--- src/rtl/core/rfs_pkg.sv ---
`default_nettype none

package rfs_pkg;

  localparam int ELEM_BITS     = 8;
  localparam int CNT_BITS      = 7;
  localparam int DEPTH_DEF     = 256;
  localparam int MAX_BURST_DEF = 64;

  typedef enum logic [2:0] {
    OP_PUSH    = 3'd0,
    OP_POP     = 3'd1,
    OP_PEEK    = 3'd2,
    OP_SCAN    = 3'd3,
    OP_SKIP    = 3'd4,
    OP_CLEAR   = 3'd5,
    OP_DISCARD = 3'd6,
    OP_SEARCH  = 3'd7
  } op_t;

  // controller to datapath
  typedef struct packed {
    logic accept;    // latch the input item
    logic exec;      // apply pointer update of the operation
    logic rd_issue;  // read storage at start + idx
    logic hit;       // record the match at start + idx
    logic step;      // advance idx
    logic load;      // load the result register
  } cmd_t;

  // datapath to controller
  typedef struct packed {
    logic is_burst;  // pop, peek or scan
    logic is_search;
    logic n_zero;
    logic idx_last;
    logic match;
    logic out_free;
  } stat_t;

endpackage

`default_nettype wire

--- src/rtl/core/rfs_ram.sv ---
`default_nettype none

module rfs_ram #(
  parameter int WIDTH = 8,
  parameter int DEPTH = 256
) (
  input  wire logic                     clk,
  input  wire logic                     we,
  input  wire logic [$clog2(DEPTH)-1:0] waddr,
  input  wire logic [WIDTH-1:0]         wdata,
  input  wire logic                     re,
  input  wire logic [$clog2(DEPTH)-1:0] raddr,
  output logic      [WIDTH-1:0]         rdata
);

  logic [WIDTH-1:0] mem [DEPTH];

  always_ff @(posedge clk) begin
    if (we) begin
      mem[waddr] <= wdata;
    end
    if (re) begin
      rdata <= mem[raddr];
    end
  end

endmodule

`default_nettype wire

--- src/rtl/core/rfs_ctrl.sv ---
`default_nettype none

module rfs_ctrl (
  input  wire logic          clk,
  input  wire logic          rst_n,
  input  wire logic          in_valid,
  output logic               in_ready,
  input  wire rfs_pkg::stat_t stat,
  output rfs_pkg::cmd_t      cmd
);

  typedef enum logic [5:0] {
    S_IDLE = 6'b000001,
    S_EXEC = 6'b000010,
    S_RD   = 6'b000100,
    S_SRD  = 6'b001000,
    S_SCMP = 6'b010000,
    S_EMIT = 6'b100000
  } state_t;

  state_t state_r, state_nxt;

  assign in_ready = (state_r == S_IDLE);

  always_comb begin
    state_nxt = state_r;
    cmd       = '0;
    unique case (state_r)
      S_IDLE: begin
        if (in_valid) begin
          cmd.accept = 1'b1;
          state_nxt  = S_EXEC;
        end
      end
      S_EXEC: begin
        cmd.exec = 1'b1;
        if (stat.is_burst && !stat.n_zero) begin
          state_nxt = S_RD;
        end else if (stat.is_search && !stat.n_zero) begin
          state_nxt = S_SRD;
        end else begin
          state_nxt = S_EMIT;
        end
      end
      S_RD: begin
        cmd.rd_issue = 1'b1;
        state_nxt    = S_EMIT;
      end
      S_SRD: begin
        cmd.rd_issue = 1'b1;
        state_nxt    = S_SCMP;
      end
      S_SCMP: begin
        if (stat.match) begin
          cmd.hit   = 1'b1;
          state_nxt = S_EMIT;
        end else if (stat.idx_last) begin
          state_nxt = S_EMIT;
        end else begin
          cmd.step  = 1'b1;
          state_nxt = S_SRD;
        end
      end
      S_EMIT: begin
        if (stat.out_free) begin
          cmd.load = 1'b1;
          // more elements of the burst still to read
          if (stat.is_burst && !stat.n_zero && !stat.idx_last) begin
            cmd.step  = 1'b1;
            state_nxt = S_RD;
          end else begin
            state_nxt = S_IDLE;
          end
        end
      end
      default: begin
        state_nxt = S_IDLE;
      end
    endcase
  end

  always_ff @(posedge clk) begin
    if (!rst_n) begin
      state_r <= S_IDLE;
    end else begin
      state_r <= state_nxt;
    end
  end

endmodule

`default_nettype wire

--- src/rtl/core/rfs_dp.sv ---
`default_nettype none

module rfs_dp #(
  parameter int DEPTH     = rfs_pkg::DEPTH_DEF,
  parameter int MAX_BURST = rfs_pkg::MAX_BURST_DEF
) (
  input  wire logic                              clk,
  input  wire logic                              rst_n,
  input  wire rfs_pkg::cmd_t                     cmd,
  output rfs_pkg::stat_t                         stat,
  input  wire logic [2:0]                        in_op,
  input  wire logic [rfs_pkg::ELEM_BITS-1:0]     in_value,
  input  wire logic [rfs_pkg::CNT_BITS-1:0]      in_count,
  output logic                                   out_valid,
  input  wire logic                              out_ready,
  output logic      [rfs_pkg::ELEM_BITS-1:0]     out_element,
  output logic                                   out_element_valid,
  output logic                                   out_last,
  output logic      [rfs_pkg::CNT_BITS-1:0]      out_moved,
  output logic      [$clog2(DEPTH):0]            out_used,
  output logic      [$clog2(DEPTH):0]            out_unused,
  output logic                                   out_found,
  output logic      [$clog2(DEPTH):0]            out_search_position
);

  localparam int IDX_W = $clog2(DEPTH);
  localparam int PTR_W = IDX_W + 1;
  localparam int CW    = rfs_pkg::CNT_BITS;
  localparam int EW    = rfs_pkg::ELEM_BITS;
  localparam int NW    = (PTR_W > CW) ? PTR_W : CW;

  logic [PTR_W-1:0] wp_r, wp_nxt;
  logic [PTR_W-1:0] rp_r, rp_nxt;
  logic [PTR_W-1:0] mp_r, mp_nxt;
  logic [PTR_W-1:0] start_r;
  logic [NW-1:0]    n_r, idx_r;
  logic [CW-1:0]    moved_r;
  logic [EW-1:0]    value_r;
  rfs_pkg::op_t     op_r;
  logic             hit_r;
  logic             out_valid_r;

  logic [PTR_W-1:0] used_w;
  logic [NW-1:0]    used_n, cnt_n, n_calc;
  logic [CW-1:0]    cnt_c;
  logic [PTR_W-1:0] rd_ptr;
  logic [EW-1:0]    rdata;
  logic             full;
  logic             bursting;
  rfs_pkg::op_t     op_in;

  assign used_w   = wp_r - rp_r;
  assign used_n   = NW'(used_w);
  assign full     = used_w[PTR_W-1];
  assign cnt_c    = (in_count > CW'(MAX_BURST)) ? CW'(MAX_BURST) : in_count;
  assign cnt_n    = NW'(cnt_c);
  assign op_in    = rfs_pkg::op_t'(in_op);
  assign rd_ptr   = start_r + idx_r[PTR_W-1:0];

  // elements to deliver, drop or walk
  always_comb begin
    unique case (op_in)
      rfs_pkg::OP_POP, rfs_pkg::OP_PEEK, rfs_pkg::OP_SKIP: begin
        n_calc = (cnt_n < used_n) ? cnt_n : used_n;
      end
      rfs_pkg::OP_SCAN: begin
        n_calc = (cnt_n > used_n) ? '0 : cnt_n;
      end
      rfs_pkg::OP_SEARCH: begin
        n_calc = used_n;
      end
      default: begin
        n_calc = '0;
      end
    endcase
  end

  assign stat.is_burst  = (op_r == rfs_pkg::OP_POP) || (op_r == rfs_pkg::OP_PEEK) ||
                          (op_r == rfs_pkg::OP_SCAN);
  assign stat.is_search = (op_r == rfs_pkg::OP_SEARCH);
  assign stat.n_zero    = (n_r == '0);
  assign stat.idx_last  = (idx_r == n_r - NW'(1));
  assign stat.match     = (rdata == value_r);
  assign stat.out_free  = !out_valid_r || out_ready;

  assign bursting = stat.is_burst && !stat.n_zero;

  rfs_ram #(
    .WIDTH (EW),
    .DEPTH (DEPTH)
  ) u_ram (
    .clk   (clk),
    .we    (cmd.exec && (op_r == rfs_pkg::OP_PUSH) && !full),
    .waddr (wp_r[IDX_W-1:0]),
    .wdata (value_r),
    .re    (cmd.rd_issue),
    .raddr (rd_ptr[IDX_W-1:0]),
    .rdata (rdata)
  );

  always_comb begin
    wp_nxt = wp_r;
    rp_nxt = rp_r;
    mp_nxt = mp_r;
    if (cmd.exec) begin
      unique case (op_r)
        rfs_pkg::OP_PUSH: begin
          if (!full) begin
            wp_nxt = wp_r + PTR_W'(1);
          end
        end
        rfs_pkg::OP_POP, rfs_pkg::OP_SKIP: begin
          rp_nxt = rp_r + PTR_W'(n_r);
        end
        rfs_pkg::OP_CLEAR: begin
          wp_nxt = '0;
          rp_nxt = '0;
        end
        rfs_pkg::OP_DISCARD: begin
          rp_nxt = wp_r;
        end
        rfs_pkg::OP_SEARCH: begin
          mp_nxt = rp_r;
        end
        default: begin
        end
      endcase
    end
    if (cmd.hit) begin
      mp_nxt = rd_ptr;
    end
  end

  always_ff @(posedge clk) begin
    if (!rst_n) begin
      wp_r        <= '0;
      rp_r        <= '0;
      mp_r        <= '0;
      hit_r       <= 1'b0;
      out_valid_r <= 1'b0;
      op_r        <= rfs_pkg::OP_PUSH;
    end else begin
      wp_r <= wp_nxt;
      rp_r <= rp_nxt;
      mp_r <= mp_nxt;
      if (cmd.accept) begin
        op_r <= op_in;
      end
      if (cmd.exec) begin
        hit_r <= 1'b0;
      end else if (cmd.hit) begin
        hit_r <= 1'b1;
      end
      if (cmd.load) begin
        out_valid_r <= 1'b1;
      end else if (out_ready) begin
        out_valid_r <= 1'b0;
      end
    end
  end

  always_ff @(posedge clk) begin
    if (cmd.accept) begin
      value_r <= in_value;
      n_r     <= n_calc;
    end
    if (cmd.exec) begin
      start_r <= rp_r;
      idx_r   <= '0;
      if (op_r == rfs_pkg::OP_PUSH) begin
        moved_r <= CW'(!full);
      end else if (op_r == rfs_pkg::OP_SEARCH || op_r == rfs_pkg::OP_CLEAR ||
                   op_r == rfs_pkg::OP_DISCARD) begin
        moved_r <= '0;
      end else begin
        moved_r <= CW'(n_r);
      end
    end else if (cmd.step) begin
      idx_r <= idx_r + NW'(1);
    end
    if (cmd.load) begin
      out_element         <= bursting ? rdata : '0;
      out_element_valid   <= bursting;
      out_last            <= !bursting || stat.idx_last;
      out_moved           <= moved_r;
      out_used            <= used_w;
      out_unused          <= PTR_W'(DEPTH) - used_w;
      out_found           <= stat.is_search && hit_r;
      out_search_position <= mp_r;
    end
  end

  assign out_valid = out_valid_r;

`ifndef SYNTHESIS
  a_used_bound: assert property (@(posedge clk) disable iff (!rst_n)
    used_w <= PTR_W'(DEPTH))
    else $error("fill level above depth");

  a_load_free: assert property (@(posedge clk) disable iff (!rst_n)
    cmd.load |-> stat.out_free)
    else $error("result register overwritten");

  a_push_adv: assert property (@(posedge clk) disable iff (!rst_n)
    (cmd.exec && op_r == rfs_pkg::OP_PUSH && !full) |=> (wp_r == $past(wp_r) + PTR_W'(1)))
    else $error("write pointer did not advance on push");

  a_hit_search: assert property (@(posedge clk) disable iff (!rst_n)
    cmd.hit |-> (stat.is_search && stat.match))
    else $error("match recorded outside search");
`endif

endmodule

`default_nettype wire

--- src/rtl/core/ring_fifo_with_search_core.sv ---
// Ring FIFO of DEPTH bytes with free-running pointers, burst read and byte
// search. One item is handled at a time. Push, skip, clear, discard and a pop,
// peek or scan that delivers nothing pass from one input transfer to the next
// through accept, pointer update and result load. Pop, peek and scan pass
// through accept and pointer update, then for each element read the storage
// RAM, whose output is registered, and then load the result register. Search
// reads and then compares each entry it visits, stopping at the first match
// or after the last entry, before the result load. A result waits in an output
// register, and the next item is taken once the previous item's last result
// sits there; a load waits while the receiver leaves that register unread.
`default_nettype none

module ring_fifo_with_search_core #(
  parameter int DEPTH     = rfs_pkg::DEPTH_DEF,
  parameter int MAX_BURST = rfs_pkg::MAX_BURST_DEF
) (
  input  wire logic                           clk,
  input  wire logic                           rst_n,
  input  wire logic                           in_valid,
  output logic                                in_ready,
  input  wire logic [2:0]                     in_op,
  input  wire logic [rfs_pkg::ELEM_BITS-1:0]  in_value,
  input  wire logic [rfs_pkg::CNT_BITS-1:0]   in_count,
  output logic                                out_valid,
  input  wire logic                           out_ready,
  output logic      [rfs_pkg::ELEM_BITS-1:0]  out_element,
  output logic                                out_element_valid,
  output logic                                out_last,
  output logic      [rfs_pkg::CNT_BITS-1:0]   out_moved,
  output logic      [$clog2(DEPTH):0]         out_used,
  output logic      [$clog2(DEPTH):0]         out_unused,
  output logic                                out_found,
  output logic      [$clog2(DEPTH):0]         out_search_position
);

  rfs_pkg::cmd_t  cmd;
  rfs_pkg::stat_t stat;

  rfs_ctrl u_ctrl (
    .clk      (clk),
    .rst_n    (rst_n),
    .in_valid (in_valid),
    .in_ready (in_ready),
    .stat     (stat),
    .cmd      (cmd)
  );

  rfs_dp #(
    .DEPTH     (DEPTH),
    .MAX_BURST (MAX_BURST)
  ) u_dp (
    .clk                 (clk),
    .rst_n               (rst_n),
    .cmd                 (cmd),
    .stat                (stat),
    .in_op               (in_op),
    .in_value            (in_value),
    .in_count            (in_count),
    .out_valid           (out_valid),
    .out_ready           (out_ready),
    .out_element         (out_element),
    .out_element_valid   (out_element_valid),
    .out_last            (out_last),
    .out_moved           (out_moved),
    .out_used            (out_used),
    .out_unused          (out_unused),
    .out_found           (out_found),
    .out_search_position (out_search_position)
  );

endmodule

`default_nettype wire
--- config.mk ---
export PLATFORM = sky130hd
export DESIGN_NAME = ring_fifo_with_search_core
export DESIGN_NICKNAME = d
export VERILOG_FILES = /design/src/rtl/core/rfs_pkg.sv /design/src/rtl/core/rfs_ram.sv /design/src/rtl/core/rfs_ctrl.sv /design/src/rtl/core/rfs_dp.sv /design/src/rtl/core/ring_fifo_with_search_core.sv
export SDC_FILE = /design/constraint.sdc
export NUM_CORES = 2
export LEC_CHECK = 0
export ABC_AREA = 1
export BUFFER_PORTS_ARGS = -buffer_cell sky130_fd_sc_hd__buf_2
export CORE_ASPECT_RATIO = 1.4
export CORE_UTILIZATION = 30
export CTS_BUF_LIST = sky130_fd_sc_hd__clkbuf_4 sky130_fd_sc_hd__clkbuf_8 sky130_fd_sc_hd__clkbuf_16
export DETAILED_ROUTE_END_ITERATION = 16
export HOLD_SLACK_MARGIN = 0.06
export PLACE_DENSITY = 0.45
export RECOVER_POWER = 50
export SETUP_SLACK_MARGIN = 0.3
export SLEW_MARGIN = 20
export SYNTH_ARGS = -nofsm -noshare
export SYNTH_HDL_FRONTEND = slang
export SYNTH_SLANG_ARGS = --single-unit
--- constraint.sdc ---
create_clock -name clk -period 20.7 [get_ports clk]
set_input_delay 6.21 -clock clk [delete_from_list [all_inputs] [get_ports clk]]
set_output_delay 6.21 -clock clk [all_outputs]
set_load 0.005 [all_outputs]
==> metrics <==
leakage=roughly 36 nW; worst hold start=u_dp.moved_r[2]; fmax=84.13 MHz; internal power=approximately 7.8 mW; Worst path max stage delay=between 5 and 6 ns; measured slew at the worst slew-check pin=~8 ns; Hold Path End=u_dp.out_moved[2]; Routed Antenna Nets=0; clk root buf=clkbuf_16; P per Cell Area=roughly 110 nW/µm²; Worst R2R Start=u_dp.value_r[0]; # clock sinks=~2.2k; syn avg cell area=10.88 µm²; Critical Path AT=~12 ns; initial antenna violation count=11; die height=~660 µm; crit-path cells=clkbuf_1, clkbuf_1, clkbuf_1; CTS H-tree depth=4; Final period util=0.5742; design area=a little over 100000 µm²; largest net degree at the start of global routing=180; CP Depth=3; failing checks=max-capacitance violations, max-slew violations; die area=307000 µm²; R2R Path End=u_dp.u_ram.mem[135][0]; hpwl dp=161200 µm; first-pass GRT wire length=just over 400000 µm; unique cell type count in the Yosys netlist=37; top_reg_cell synth=edfxtp_1; critical setup path kind=reg2reg; Synth Instances=8399; Vias=60.67k; FFs w/ async S/R, synth=0; fillcell total=around 30k; max-cap violations=35; CTS clk-pin slew, worst paths=~0.06 ns; post-placement cell count=roughly 12k; Final Non-Filler Cells=about 12k; worst-case clock buffer depth=4; headroom to the max-slew limit=-4.289; post-synthesis sequential area ratio=0.7110; top fanout value on the critical path=~140; switching power=around 3.1 mW; status=complete, but fails checks; switch share=0.2837; CP startpoint kind=flop; worst-skew pair later-pin latency=approximately 0.90 ns; unrepaired setup endpoints after global routing=false; Pre-Repair DR Iteration Count=6; number of hold buffers added after cts=0; DRC viols=0; last weighted congestion value of the routability-driven placer=about 0.87; Final Hold Vio Count=0; Final Max Tran Viols=approximately 2.2k; final net count=roughly 8.4k; synthesized cell area=approximately 91000 µm²; Post-synth EDFFs=2133; Avg Vias per Cell=roughly 4.9; postcts setup bufs=0; CP max-delay cell=clkbuf_1; synth-to-layout area growth=12.19%; WL final=about 280000 µm; DIE WIDTH=roughly 470 µm; worst vdd ir=between 0.00006 and 0.00007 V; Flop pwr share=0.480; # resized after CTS=0; CP top delay family=buffers and inverters; Mapped Nets=8462; std cell rows=between 200 and 250; routed len/inst=~23 µm; hold crit path type=reg2reg; Starting Density=0.3018; CTS tree=done; DP Area=approximately 96000 µm²; Worst Path Buf+Inv=3; register bit total from synthesis=~2.2k; Buffers on Ports=about 70; part of the power in the clock network=0.362; initial DRC count=roughly 5.2k; Comb pwr share=0.158; I/O Pins=between 60 and 70; total gr overflow=0; Final min period=11.89 ns; Final setup viols=0; reg2reg path depth=3; Yosys warning total=0; Fin Setup TNS=0 ns; total power=about 11 mW; CP Capture Type=flop; CP required=slightly above 20 ns; Hold Path Cell Cnt=0; Final Skew=around 0.055 ns; layout cells sized above 1=0.06170; CTS Buf Count=about 210; Core Area=just over 300000 µm²; vias in the first global route=roughly 61k; GRT Resource Usage Total=0.1804; most used cell, CP=clkbuf_1; worst reg2reg setup slack=approximately 9 ns
area by class of cell:
class	count	area [µm²]	share of cell area
Clock inverter	116	1040	0.01014
Antenna cell	2	5.005	0.00004880
Timing Repair Buffer	173	1089	0.01061
Tap cell	3976	4975	0.04851
Clock buffer	268	5867	0.05721
Sequential cell	2180	64990	0.6337
Inverter	254	978.4	0.009541
Multi-Input combinational cell	5469	23610	0.2302
stage by stage:
step	utilization	setup slack [ns]	hold slack [ns]
floorplan	-	8.264	0.4003
global placement	0.3163	11.98	0.4348
detailed placement	0.3163	12.13	0.4063
CTS	0.3391	12.61	0.4345
global route	0.3385	8.140	0.4377
finish	0.3385	8.814	0.4236
cell usage after synthesis (4+ instances only):
cell / instances / area share
a21oi_1: 63 / 0.0034
a31oi_1: 8 / 0.00055
buf_1: 32 / 0.0013
buf_2: 108 / 0.0059
clkbuf_1: 354 / 0.015
dfxtp_1: 47 / 0.010
edfxtp_1: 2133 / 0.70
ha_1: 38 / 0.0052
inv_1: 250 / 0.010
nand2_1: 1581 / 0.065
nand3_1: 591 / 0.032
nand4_1: 21 / 0.0014
nor2_1: 2033 / 0.083
nor3_1: 11 / 0.00060
nor3_2: 4 / 0.00044
o21ai_0: 1042 / 0.057
or2_2: 15 / 0.0010
xnor2_1: 6 / 0.00057
xor2_1: 31 / 0.0030
worst register-to-register path, cell delays in order, from the launching register on:
cell and delay (ns):
edfxtp_1 0.32, clkbuf_1 5.42, clkbuf_1 2.44, clkbuf_1 2.81
worst max path at each step:
stage,from,to,slack (ns)
floorplan,out_ready,u_dp.idx_r[3],8.26
global placement,in_count[2],u_dp.n_r[2],11.98
detailed placement,in_count[2],u_dp.n_r[3],12.13
CTS,u_ctrl.state_r[4],in_ready,12.61
global route,u_dp.value_r[0],u_dp.u_ram.mem[135][0],8.14
finish,u_dp.value_r[0],u_dp.u_ram.mem[135][0],8.81
cells by family (layout without fill, tap and decap cells):
kind of cell | after synthesis | in the layout | share of synthesized area
adder cells (fa/ha/maj) | 41 | 41 | 0.005858
AO/OA/AOI/OAI | 1129 | 1129 | 0.06243
XOR/XNOR | 38 | 38 | 0.003723
other | 0 | 2 | 0
AND/OR/NAND/NOR | 4261 | 4261 | 0.1847
flip-flops | 2180 | 2180 | 0.7110
buffers and inverters | 750 | 811 | 0.03236
registers in the layout, summed over array words and instances (netlist names), 3 cells and up:
signal                    cells
u_dp.u_ram.rdata              8
u_dp.moved_r                  7
u_dp.out_unused               9
u_ctrl.state_r                6
u_dp.u_ram.mem             2048
u_dp.idx_r                    9
u_dp.out_moved                7
u_dp.rp_r                     9
u_dp.wp_r                     9
u_dp.start_r                  9
u_dp.value_r                  8
u_dp.op_r                     3
u_dp.mp_r                     9
u_dp.out_search_position      9
u_dp.out_used                 8
u_dp.out_element              8
u_dp.n_r                      9
routing by layer:
metal  wire [µm]  track usage  part of all wire
met4       10720      0.06512             0.038
met3       11770      0.01808             0.042
met1      116700       0.2254              0.41
met2      142800       0.3204              0.51
met5           7            0          0.000025
cells in the final DEF, fill, tap and decap left out, drive strengths merged, types with 8 or more instances in the layout:
cell type	Yosys	layout
nor2	2033	2033
xor2	32	32
clkbuf	354	306
a21oi	63	63
o21ai	1042	1042
or2	15	15
a31oi	8	8
ha	38	38
clkinv	2	88
nor3	15	15
dfxtp	47	47
bufinv	0	19
nand4	21	21
clkinvlp	0	8
edfxtp	2133	2133
nand3	592	592
nand2	1581	1581
buf	142	135
inv	252	255
power by group through the flow:
stage	Combinational (mW)	Clock, mW	Sequential (mW)
global route	1.91	4.16	5.25
global placement	1.76	0	5.27
detailed placement	1.77	0	5.27
floorplan	0.892	0	5.46
finish	1.72	3.95	5.24
CTS	1.77	4.04	5.17
Power figures use the tool's default switching activity.
